[src/hdl/mpps_pkg.sv]
// ----------------------------------------------------------------------------
// mpps_pkg
// Shared types and constants for the multi-phase PWM sequencer.
// ----------------------------------------------------------------------------
package mpps_pkg;

  // Table geometry
  localparam int PHASES     = 16;
  localparam int WAVES      = 8;
  localparam int PH_W       = $clog2(PHASES);
  localparam int CNT_W      = $clog2(PHASES + 1);
  localparam int WAVE_LIM   = (WAVES < 8) ? WAVES : 8;

  // Fixed field widths
  localparam int IDX_W      = 4;
  localparam int FRAC_W     = 17;
  localparam int PINS_W     = 8;
  localparam int TIME_W     = 32;
  localparam int APPLIED_W  = 4;
  localparam int CFG_IDX_W  = 2;
  localparam int CFG_DATA_W = 16;
  localparam int PROD_W     = FRAC_W + TIME_W;

  localparam logic [FRAC_W-1:0] FRAC_ONE = FRAC_W'(65536);

  // Signed 32-bit wait limits, held at the width of the wait sum
  localparam logic signed [34:0] WAIT_MAX = 35'sd2147483647;
  localparam logic signed [34:0] WAIT_MIN = -35'sd2147483648;

  // Event queue depth
  localparam int QDEPTH     = 4;
  localparam int QA_W       = $clog2(QDEPTH);
  localparam int QC_W       = $clog2(QDEPTH + 1);

  // Item commands
  localparam logic CMD_LOAD   = 1'b0;
  localparam logic CMD_SWITCH = 1'b1;

  // Configuration register indexes
  localparam logic [CFG_IDX_W-1:0] CFG_PHASE_COUNT = 2'd0;
  localparam logic [CFG_IDX_W-1:0] CFG_WAVE_COUNT  = 2'd1;
  localparam logic [CFG_IDX_W-1:0] CFG_PAUSE_WAIT  = 2'd2;

  // Classified switch event handed from front to back
  typedef struct packed {
    logic              paused;
    logic [PINS_W-1:0] pins;
    logic [PH_W-1:0]   phase;
    logic [FRAC_W-1:0] frac;
    logic [TIME_W-1:0] period;
    logic [TIME_W-1:0] base;
    logic [TIME_W-1:0] now;
  } ev_t;

endpackage

[src/hdl/mpps_front.sv]
// ----------------------------------------------------------------------------
// mpps_front
// Takes input beats, writes the phase table, tracks phase/base/period state
// and emits one classified event per switch beat.
// ----------------------------------------------------------------------------
module mpps_front
  import mpps_pkg::*;
(
  input  logic                  clk,
  input  logic                  rst_n,
  input  logic                  cfg_we,
  input  logic [CFG_IDX_W-1:0]  cfg_index,
  input  logic [CFG_DATA_W-1:0] cfg_wdata,
  input  logic                  acc,
  input  logic                  cmd,
  input  logic [IDX_W-1:0]      entry_index,
  input  logic [FRAC_W-1:0]     switch_fraction,
  input  logic [PINS_W-1:0]     entry_pins,
  input  logic [TIME_W-1:0]     now_time,
  input  logic [TIME_W-1:0]     period_ticks,
  input  logic                  paused,
  output logic                  push,
  output ev_t                   ev
);

  logic [4:0]             phase_count_r;
  logic [3:0]             wave_count_r;
  logic [CFG_DATA_W-1:0]  pause_wait_r;

  logic [FRAC_W-1:0]      sw_tab_r [PHASES];
  logic [PINS_W-1:0]      pin_tab_r [PHASES];

  logic [PH_W-1:0]        pos_r, pos_nxt;
  logic [TIME_W-1:0]      base_r, base_nxt;
  logic [TIME_W-1:0]      per_r, per_nxt;
  logic                   pvalid_r, pvalid_nxt;

  logic [CNT_W-1:0]       count;
  logic [PH_W-1:0]        pos;
  logic [CNT_W-1:0]       pos_inc;
  logic [PH_W-1:0]        applied;
  logic [TIME_W-1:0]      base_use, per_use;
  logic [PINS_W-1:0]      mask;
  logic                   is_switch;
  logic                   do_pause;

  function automatic logic [PINS_W-1:0] wave_mask(input logic [3:0] wc);
    logic [3:0] w;
    logic [PINS_W-1:0] m;
    w = wc;
    if (w < 4'd1) w = 4'd1;
    if (w > 4'(WAVE_LIM)) w = 4'(WAVE_LIM);
    for (int i = 0; i < PINS_W; i++) begin
      m[i] = (4'(i) < w);
    end
    return m;
  endfunction

  // Phase count clamped to 2..PHASES
  always_comb begin
    if (phase_count_r < 5'd2) begin
      count = CNT_W'(2);
    end else if (32'(phase_count_r) > 32'(PHASES)) begin
      count = CNT_W'(PHASES);
    end else begin
      count = CNT_W'(phase_count_r);
    end
  end

  assign mask      = wave_mask(wave_count_r);
  assign is_switch = acc && (cmd == CMD_SWITCH);
  // stale position after the count was lowered restarts at phase 0
  assign pos       = (CNT_W'(pos_r) >= count) ? '0 : pos_r;
  assign do_pause  = (pos == '0) && paused;
  assign applied   = (pos == '0) ? PH_W'(count - CNT_W'(1)) : pos - PH_W'(1);
  assign pos_inc   = CNT_W'(pos) + CNT_W'(1);

  always_comb begin
    base_use   = base_r;
    per_use    = per_r;
    pvalid_nxt = pvalid_r;
    if ((pos == '0) && (!pvalid_r || (per_r != period_ticks))) begin
      base_use   = now_time;
      per_use    = period_ticks;
      pvalid_nxt = 1'b1;
    end
  end

  always_comb begin
    pos_nxt  = pos_r;
    base_nxt = base_r;
    per_nxt  = per_r;
    if (is_switch) begin
      if (do_pause) begin
        pos_nxt = pos;
      end else begin
        per_nxt = per_use;
        if (pos_inc >= count) begin
          pos_nxt  = '0;
          base_nxt = base_use + per_use;
        end else begin
          pos_nxt  = PH_W'(pos_inc);
          base_nxt = base_use;
        end
      end
    end
  end

  // A pause is sent as a zero-fraction event whose base is the pause wait,
  // so the back end computes wait = pause_wait with no special path.
  always_comb begin
    push = is_switch;
    if (do_pause) begin
      ev.paused = 1'b1;
      ev.pins   = '0;
      ev.phase  = '0;
      ev.frac   = '0;
      ev.period = '0;
      ev.base   = TIME_W'(pause_wait_r);
      ev.now    = '0;
    end else begin
      ev.paused = 1'b0;
      ev.pins   = pin_tab_r[applied] & mask;
      ev.phase  = applied;
      ev.frac   = sw_tab_r[pos];
      ev.period = per_use;
      ev.base   = base_use;
      ev.now    = now_time;
    end
  end

  always_ff @(posedge clk) begin
    if (!rst_n) begin
      phase_count_r <= 5'd2;
      wave_count_r  <= 4'd1;
      pause_wait_r  <= CFG_DATA_W'(1000);
      pos_r         <= '0;
      base_r        <= '0;
      per_r         <= '0;
      pvalid_r      <= 1'b0;
    end else begin
      if (cfg_we) begin
        case (cfg_index)
          CFG_PHASE_COUNT: phase_count_r <= cfg_wdata[4:0];
          CFG_WAVE_COUNT:  wave_count_r  <= cfg_wdata[3:0];
          CFG_PAUSE_WAIT:  pause_wait_r  <= cfg_wdata;
          default: ;
        endcase
      end
      pos_r  <= pos_nxt;
      base_r <= base_nxt;
      per_r  <= per_nxt;
      if (is_switch && !do_pause) begin
        pvalid_r <= pvalid_nxt;
      end
    end
  end

  // Table writes; entries past the table are dropped
  always_ff @(posedge clk) begin
    if (acc && (cmd == CMD_LOAD) && (32'(entry_index) < 32'(PHASES))) begin
      sw_tab_r[PH_W'(entry_index)]  <= (switch_fraction > FRAC_ONE) ? FRAC_ONE
                                                                     : switch_fraction;
      pin_tab_r[PH_W'(entry_index)] <= entry_pins;
    end
  end

endmodule

[src/hdl/mpps_queue.sv]
// ----------------------------------------------------------------------------
// mpps_queue
// Small FIFO of classified events between front and back.
// ----------------------------------------------------------------------------
module mpps_queue
  import mpps_pkg::*;
(
  input  logic clk,
  input  logic rst_n,
  input  logic push,
  input  ev_t  din,
  input  logic pop,
  output ev_t  dout,
  output logic full,
  output logic empty
);

  ev_t             mem_r [QDEPTH];
  logic [QA_W-1:0] wp_r, rp_r;
  logic [QC_W-1:0] cnt_r;

  assign full  = (cnt_r == QC_W'(QDEPTH));
  assign empty = (cnt_r == '0);
  assign dout  = mem_r[rp_r];

  always_ff @(posedge clk) begin
    if (!rst_n) begin
      wp_r  <= '0;
      rp_r  <= '0;
      cnt_r <= '0;
    end else begin
      if (push) begin
        wp_r <= (32'(wp_r) == QDEPTH - 1) ? '0 : wp_r + QA_W'(1);
      end
      if (pop) begin
        rp_r <= (32'(rp_r) == QDEPTH - 1) ? '0 : rp_r + QA_W'(1);
      end
      case ({push, pop})
        2'b10:   cnt_r <= cnt_r + QC_W'(1);
        2'b01:   cnt_r <= cnt_r - QC_W'(1);
        default: cnt_r <= cnt_r;
      endcase
    end
  end

  always_ff @(posedge clk) begin
    if (push) begin
      mem_r[wp_r] <= din;
    end
  end

endmodule

[src/hdl/mpps_back.sv]
// ----------------------------------------------------------------------------
// mpps_back
// Two-stage event pipe: fraction x period multiply, then wait sum,
// saturation and the output register.
// ----------------------------------------------------------------------------
module mpps_back
  import mpps_pkg::*;
(
  input  logic                   clk,
  input  logic                   rst_n,
  input  logic                   q_empty,
  input  ev_t                    q_dout,
  output logic                   q_pop,
  output logic                   out_valid,
  input  logic                   out_stall,
  output logic [PINS_W-1:0]      out_pin_levels,
  output logic [APPLIED_W-1:0]   out_applied_phase,
  output logic signed [31:0]     out_wait_ticks,
  output logic                   out_paused_out
);

  logic              s1_v_r;
  logic [PROD_W-1:0] s1_prod_r;
  logic [TIME_W-1:0] s1_base_r, s1_now_r;
  logic [PINS_W-1:0] s1_pins_r;
  logic [PH_W-1:0]   s1_phase_r;
  logic              s1_paused_r;

  logic              out_valid_r;
  logic [PINS_W-1:0] pins_r;
  logic [APPLIED_W-1:0] phase_r;
  logic signed [31:0] wait_r, wait_nxt;
  logic              paused_r;

  logic              s2_load, s1_adv;
  logic [32:0]       offset;
  logic signed [34:0] sum;

  assign s2_load = !out_valid_r || !out_stall;
  assign s1_adv  = !s1_v_r || s2_load;
  assign q_pop   = !q_empty && s1_adv;

  // offset never exceeds the period, so bits above 48 are not needed
  assign offset = s1_prod_r[PROD_W-1:16];
  assign sum    = $signed({3'b000, s1_base_r}) + $signed({2'b00, offset})
                - $signed({3'b000, s1_now_r});

  always_comb begin
    if (sum > WAIT_MAX) begin
      wait_nxt = 32'sh7FFF_FFFF;
    end else if (sum < WAIT_MIN) begin
      wait_nxt = 32'sh8000_0000;
    end else begin
      wait_nxt = sum[31:0];
    end
  end

  always_ff @(posedge clk) begin
    if (!rst_n) begin
      s1_v_r      <= 1'b0;
      out_valid_r <= 1'b0;
    end else begin
      if (s1_adv) begin
        s1_v_r <= q_pop;
      end
      if (s2_load) begin
        out_valid_r <= s1_v_r;
      end
    end
  end

  always_ff @(posedge clk) begin
    if (q_pop) begin
      s1_prod_r   <= PROD_W'(q_dout.frac) * PROD_W'(q_dout.period);
      s1_base_r   <= q_dout.base;
      s1_now_r    <= q_dout.now;
      s1_pins_r   <= q_dout.pins;
      s1_phase_r  <= q_dout.phase;
      s1_paused_r <= q_dout.paused;
    end
    if (s2_load && s1_v_r) begin
      pins_r   <= s1_pins_r;
      phase_r  <= APPLIED_W'(s1_phase_r);
      wait_r   <= wait_nxt;
      paused_r <= s1_paused_r;
    end
  end

  assign out_valid         = out_valid_r;
  assign out_pin_levels    = pins_r;
  assign out_applied_phase = phase_r;
  assign out_wait_ticks    = wait_r;
  assign out_paused_out    = paused_r;

endmodule

[src/hdl/multi_phase_pwm_sequencer_top.sv]
// ----------------------------------------------------------------------------
// multi_phase_pwm_sequencer_top
// Phase-table PWM sequencer: load beats fill the table, switch beats return
// pin levels and the signed wait until the next switch.
// ----------------------------------------------------------------------------
//  channel | handshake          | direction | beat contents
//  --------+--------------------+-----------+-------------------------------
//  in_     | in_valid/in_stall  | in        | cmd, index, fraction, pins,
//          |                    |           | now, period, paused
//  out_    | out_valid/out_stall| out       | pin levels, phase, wait, paused
//  cfg_    | cfg_we             | in        | index + 16-bit write data
//
// One beat per cycle sustained while the queue is not full. A switch beat passes
// through the queue write, multiply stage and output register; loads give no result.
// With out_ stalled, in_ takes six switch beats (four queued, one in the
// multiply stage, one in the output register); in_stall is the queue-full flag.
// Reset is synchronous on rst_n; the phase table has no reset and must be
// loaded before the entries it uses are reached.
// ----------------------------------------------------------------------------
module multi_phase_pwm_sequencer_top
  import mpps_pkg::*;
(
  input  logic                  clk,
  input  logic                  rst_n,
  // configuration
  input  logic                  cfg_we,
  input  logic [CFG_IDX_W-1:0]  cfg_index,
  input  logic [CFG_DATA_W-1:0] cfg_wdata,
  // input beats
  input  logic                  in_valid,
  output logic                  in_stall,
  input  logic                  in_cmd,
  input  logic [IDX_W-1:0]      in_entry_index,
  input  logic [FRAC_W-1:0]     in_switch_fraction,
  input  logic [PINS_W-1:0]     in_entry_pins,
  input  logic [TIME_W-1:0]     in_now_time,
  input  logic [TIME_W-1:0]     in_period_ticks,
  input  logic                  in_paused,
  // result beats
  output logic                  out_valid,
  input  logic                  out_stall,
  output logic [PINS_W-1:0]     out_pin_levels,
  output logic [APPLIED_W-1:0]  out_applied_phase,
  output logic signed [31:0]    out_wait_ticks,
  output logic                  out_paused_out
);

  logic in_acc;
  logic q_push, q_pop, q_full, q_empty;
  ev_t  q_din, q_dout;

  // Only a full queue holds off the input; loads never touch the queue but
  // are held too so that beat order stays simple.
  assign in_stall = q_full;
  assign in_acc   = in_valid && !in_stall;

  // Front: table writes, phase/base/period tracking, event classification
  mpps_front u_front (
    .clk             (clk),
    .rst_n           (rst_n),
    .cfg_we          (cfg_we),
    .cfg_index       (cfg_index),
    .cfg_wdata       (cfg_wdata),
    .acc             (in_acc),
    .cmd             (in_cmd),
    .entry_index     (in_entry_index),
    .switch_fraction (in_switch_fraction),
    .entry_pins      (in_entry_pins),
    .now_time        (in_now_time),
    .period_ticks    (in_period_ticks),
    .paused          (in_paused),
    .push            (q_push),
    .ev              (q_din)
  );

  // Decoupling queue
  mpps_queue u_queue (
    .clk   (clk),
    .rst_n (rst_n),
    .push  (q_push),
    .din   (q_din),
    .pop   (q_pop),
    .dout  (q_dout),
    .full  (q_full),
    .empty (q_empty)
  );

  // Back: multiply, wait sum with saturation, output register
  mpps_back u_back (
    .clk               (clk),
    .rst_n             (rst_n),
    .q_empty           (q_empty),
    .q_dout            (q_dout),
    .q_pop             (q_pop),
    .out_valid         (out_valid),
    .out_stall         (out_stall),
    .out_pin_levels    (out_pin_levels),
    .out_applied_phase (out_applied_phase),
    .out_wait_ticks    (out_wait_ticks),
    .out_paused_out    (out_paused_out)
  );

endmodule

[config.mk]
export PLATFORM = sky130hd
export DESIGN_NAME = multi_phase_pwm_sequencer_top
export DESIGN_NICKNAME = d
export VERILOG_FILES = /design/src/hdl/mpps_pkg.sv /design/src/hdl/mpps_front.sv /design/src/hdl/mpps_queue.sv /design/src/hdl/mpps_back.sv /design/src/hdl/multi_phase_pwm_sequencer_top.sv
export SDC_FILE = /design/constraint.sdc
export NUM_CORES = 2
export LEC_CHECK = 0
export BUFFER_PORTS_ARGS = -buffer_cell sky130_fd_sc_hd__buf_2
export CORE_UTILIZATION = 60
export CTS_CLUSTER_DIAMETER = 150
export DETAILED_ROUTE_END_ITERATION = 10
export PLACE_DENSITY = 0.79
export SLEW_MARGIN = 10
export SYNTH_ARGS = -nofsm -noshare
export SYNTH_HDL_FRONTEND = slang
export SYNTH_HIERARCHICAL = 1
export SYNTH_SLANG_ARGS = --single-unit
[constraint.sdc]
create_clock -name clk -period 12 [get_ports clk]
set_input_delay 0.6 -clock clk [delete_from_list [all_inputs] [get_ports clk]]
set_output_delay 0.6 -clock clk [all_outputs]
set_load 0.05 [all_outputs]
==> implementation parameters <==
Parameter                              Value

Run status
  Run status    complete, no violations

Detailed routing
  Iter 0 DRT Violations    4,818
  Number of iterations in the first detailed-routing pass    8
  WL per Instance    24.2 microns
  Vias after detailed routing    42,798
  Detail Route Antenna Nets    0
  Drt drc    0
  Avg Vias per Cell    6.13
  Total wire length after detailed routing    169,000 microns

Place
  Port-buffer cells    164
  Dpl hpwl    112,000 microns
  Routability congestion estimate from global placement    0.950
  Setup Slack @ Placement    2.96 ns

Setup path
  CP Capture Type    flop
  Worst EP required    12.40 ns
  Destination of the critical timing path    u_back/s1_prod_r[42]
  Crit-path max FO    51
  Buffers and inverters on the worst path    7
  Critical path data arrival time    9.61 ns
  Capture point of the worst reg-to-reg path    u_back/s1_prod_r[42]
  CP Launch Type    flop
  Register-to-Register Setup Slack    2.79 ns
  Type of the setup path with the least slack    reg2reg
  FF-to-FF path depth    25
  Total number of cells along the worst setup path    25
  Maximum cell stage delay along the critical path    0.81 ns
  Crit-path slowest cell    sky130_fd_sc_hd__buf_4
  Cell family with the largest share of critical-path delay    adder cells
  Most prevalent standard cell on the critical path    sky130_fd_sc_hd__fa_1

Clocking
  Number of clock sinks seen by CTS    1,164
  CTS tree    built
  Root Buffer    sky130_fd_sc_hd__clkbuf_16
  TritonCTS Buffers    111
  Buffers inserted by post-CTS timing repair    0
  Hold_buf cts    0
  Worst-Skew Late Latency    0.73 ns
  Buffer depth of the longest clock path    3
  Post-CTS resize count    0
  H-tree depth    3
  Clock slew at reported path FFs    0.07 ns

Timing
  Period utilisation layout    76.8%
  Final Slew Violations    0
  Final worst clock skew    0.0887 ns
  Maximum clock rate    109 MHz
  Setup TNS Final    0 ns
  Rel. slew slack    21.4%
  Number of hold violations in the final report    0
  Worst-margin pin slew    1.18 ns
  RSZ-0062 raised after global routing    no
  Shortest period the worst path allows    9.21 ns
  Setup Viol. Count Final    0
  Final setup slack of the worst path    2.79 ns

Logic synthesis
  Post-Synthesis Mean Instance Area    12.6 sq um
  Number of flops mapped to enable cells by yosys    1,059
  Net count after synthesis    6,123
  Area fraction of the dominant cell type after synthesis    47.5%
  Multiplexer fraction of the synthesized cell area    6.74%
  Parity-gate share of the synthesized area counting xor and xnor cells    1.61%
  Gate Count Post-Synth    5,321
  Synth Warn #    6
  Sequential-to-total area share from yosys stat    50.7%
  Simple-gate area share of the yosys netlist    10.3%
  Compound-cell area share of the yosys netlist    6.71%
  Most used DFF post-synth    sky130_fd_sc_hd__edfxtp_1
  Adder-cell share of the synthesized area    18.3%
  Number of register bits inferred by synthesis    1,164
  Main combinational cell family by area after synthesis    adder cells
  Post-synthesis cell type with the largest combined area    sky130_fd_sc_hd__edfxtp_1
  Cell types with the largest area share after synthesis    sky130_fd_sc_hd__edfxtp_1, sky130_fd_sc_hd__fa_1, sky130_fd_sc_hd__mux4_2
  Fraction of synthesis flops using an asynchronous set or reset pin    0%
  Post-synthesis cell area    0.0669 sq mm
  Cell variety after synth    108

Cells and area
  # nets final    6,195
  Fraction of layout cells with a size suffix above 1    11.8%
  Area added between synthesis and finish    8.83%

Die
  Effective utilization at floorplan    60.5%
  Die Width    336 microns
  Boundary Pins    165
  Area enclosed by the die boundary    0.113 sq mm
  Cell Rows    122
  Height of the die    336 microns
  Standard cell core area    0.111 sq mm

Job
  Number of maximum-capacitance constraint violations    0

GRT
  Overall Global Routing Usage    30.4%
  Pin count of the biggest net entering global routing    92
  Remaining Overflow, GRT    0
  Vias in the first global route    43,954
  First-pass GRT wire length    257,000 microns
  Initial antenna violation count    20

Worst hold path
  Type of the worst min-delay path    in2reg
## metrics by stage
stage / std cells / hold slack, ns / utilization [%] / instance area, sq um
3_3_place_gp: 6768 / 0.403 / 62.3 / 69000
4_1_cts: 6975 / 0.0747 / 65.8 / 72800
3_5_place_dp: 6768 / 0.412 / 62.3 / 69000
5_1_grt: 6976 / 0.108 / 65.8 / 72800
6_report: 6978 / 0.116 / 65.8 / 72800
2_1_floorplan: 5321 / 0.400 / - / 66900
## layer usage
| layer | share of wire [%] | routed length (microns) | global-route usage (%) | vias to the layer above |
|---|---|---|---|---|
| li1 | - | - | - | 18461 |
| met5 | 0.10 | 171 | 0 | - |
| met3 | 10 | 17100 | 6.34 | 389 |
| met2 | 48 | 80800 | 49.1 | 2352 |
| met1 | 38 | 64800 | 41.1 | 21570 |
| met4 | 3.5 | 5850 | 10.6 | 26 |
## synthesized netlist by cell type (38+ instances only)
cell	count
sky130_fd_sc_hd__mux4_2	158
sky130_fd_sc_hd__o21ai_0	78
sky130_fd_sc_hd__a21oi_1	158
sky130_fd_sc_hd__edfxtp_1	1059
sky130_fd_sc_hd__mux2i_1	89
sky130_fd_sc_hd__nand3_1	73
sky130_fd_sc_hd__xor2_1	38
sky130_fd_sc_hd__inv_1	705
sky130_fd_sc_hd__xnor2_1	83
sky130_fd_sc_hd__nor2b_1	53
sky130_fd_sc_hd__fa_1	481
sky130_fd_sc_hd__a31oi_1	59
sky130_fd_sc_hd__and2_1	266
sky130_fd_sc_hd__a211oi_1	111
sky130_fd_sc_hd__clkbuf_1	184
sky130_fd_sc_hd__and3_1	38
sky130_fd_sc_hd__dfxtp_1	105
sky130_fd_sc_hd__nand2_1	649
sky130_fd_sc_hd__nor2_1	258
sky130_fd_sc_hd__a21o_1	67
sky130_fd_sc_hd__ha_1	203
## cell type report
cell class | instances | area (sq um)
well taps | 1488 | 1860
inverters | 710 | 2670
flip-flops and latches | 1164 | 33900
clock inverters | 72 | 883
diodes | 3 | 7.51
clock buffers | 135 | 2970
repair buffers | 218 | 1230
fillers | 7717 | 37800
multi-input cells | 3188 | 29300
## worst min-delay path by stage
| stage | start | cells after the start | end |
|---|---|---|---|
| global route | cfg_wdata[7] | 3 | u_front/pause_wait_r[7] |
| floorplan | u_back/s1_phase_r[0] | 0 | u_back/out_applied_phase[0] |
| finish | cfg_wdata[7] | 3 | u_front/pause_wait_r[7] |
| global placement | u_back/s1_pins_r[2] | 0 | u_back/out_pin_levels[2] |
| detailed placement | u_back/s1_phase_r[1] | 0 | u_back/out_applied_phase[1] |
| CTS | cfg_wdata[7] | 3 | u_front/pause_wait_r[7] |
## worst reg2reg max path, cell delays in order (launching register included)
cell and delay [ns]:
sky130_fd_sc_hd__dfxtp_4 0.69, sky130_fd_sc_hd__buf_4 0.82, sky130_fd_sc_hd__buf_4 0.67, sky130_fd_sc_hd__mux4_2 0.65, sky130_fd_sc_hd__nand2_1 0.15, sky130_fd_sc_hd__fa_1 0.55
sky130_fd_sc_hd__inv_1 0.05, sky130_fd_sc_hd__fa_1 0.54, sky130_fd_sc_hd__inv_1 0.06, sky130_fd_sc_hd__fa_1 0.50, sky130_fd_sc_hd__inv_1 0.06, sky130_fd_sc_hd__fa_1 0.50
sky130_fd_sc_hd__fa_1 0.50, sky130_fd_sc_hd__inv_1 0.05, sky130_fd_sc_hd__fa_1 0.49, sky130_fd_sc_hd__inv_1 0.05, sky130_fd_sc_hd__ha_1 0.40, sky130_fd_sc_hd__and3_1 0.26
sky130_fd_sc_hd__a221oi_2 0.33, sky130_fd_sc_hd__o31ai_1 0.16, sky130_fd_sc_hd__and2_1 0.21, sky130_fd_sc_hd__a2111oi_2 0.42, sky130_fd_sc_hd__nor2b_1 0.16, sky130_fd_sc_hd__o221a_2 0.29
sky130_fd_sc_hd__a21oi_1 0.23, sky130_fd_sc_hd__xnor2_1 0.09
## cells in the final DEF, fill, tap and decap left out, drive strengths merged, types with 20 or more instances in the layout
cell type	netlist	final
fa	481	481
mux4	158	158
a211oi	115	115
dfxtp	105	105
a21oi	165	165
o21ai	91	91
nand4	20	20
a21o	68	68
mux2i	90	90
o21a	20	20
nand3	73	73
buf	74	218
edfxtp	1059	1059
xor2	39	39
nor2b	54	54
clkinv	1	50
nand2	650	650
nor3	35	35
inv	709	714
clkbuf	185	135
a31oi	63	63
nor2	262	262
a311oi	21	21
xnor2	83	83
and3	40	40
and2	266	266
ha	203	203
## sequential cells by signal (all words and copies together), names as in the netlist, 16 cells and up, named ones only
register               flops
u_queue/mem_r            504
u_front/pause_wait_r      16
u_back/s1_base_r          32
u_front/sw_tab_r         272
u_front/base_r            32
u_back/out_wait_ticks     32
u_front/pin_tab_r        128
u_back/s1_prod_r          33
u_back/s1_now_r           32
u_front/per_r             32
## cell families after synthesis
family | count (synthesis)
flip-flops | 1164
buffers and inverters | 969
AO/OA/AOI/OAI | 660
XOR/XNOR | 122
multiplexers | 251
adder cells (fa/ha/maj) | 691
AND/OR/NAND/NOR | 1464
Power is left out: the tool's default activity adds up to more than one toggle a clock period on the data nets, which glitch-free logic cannot reach.
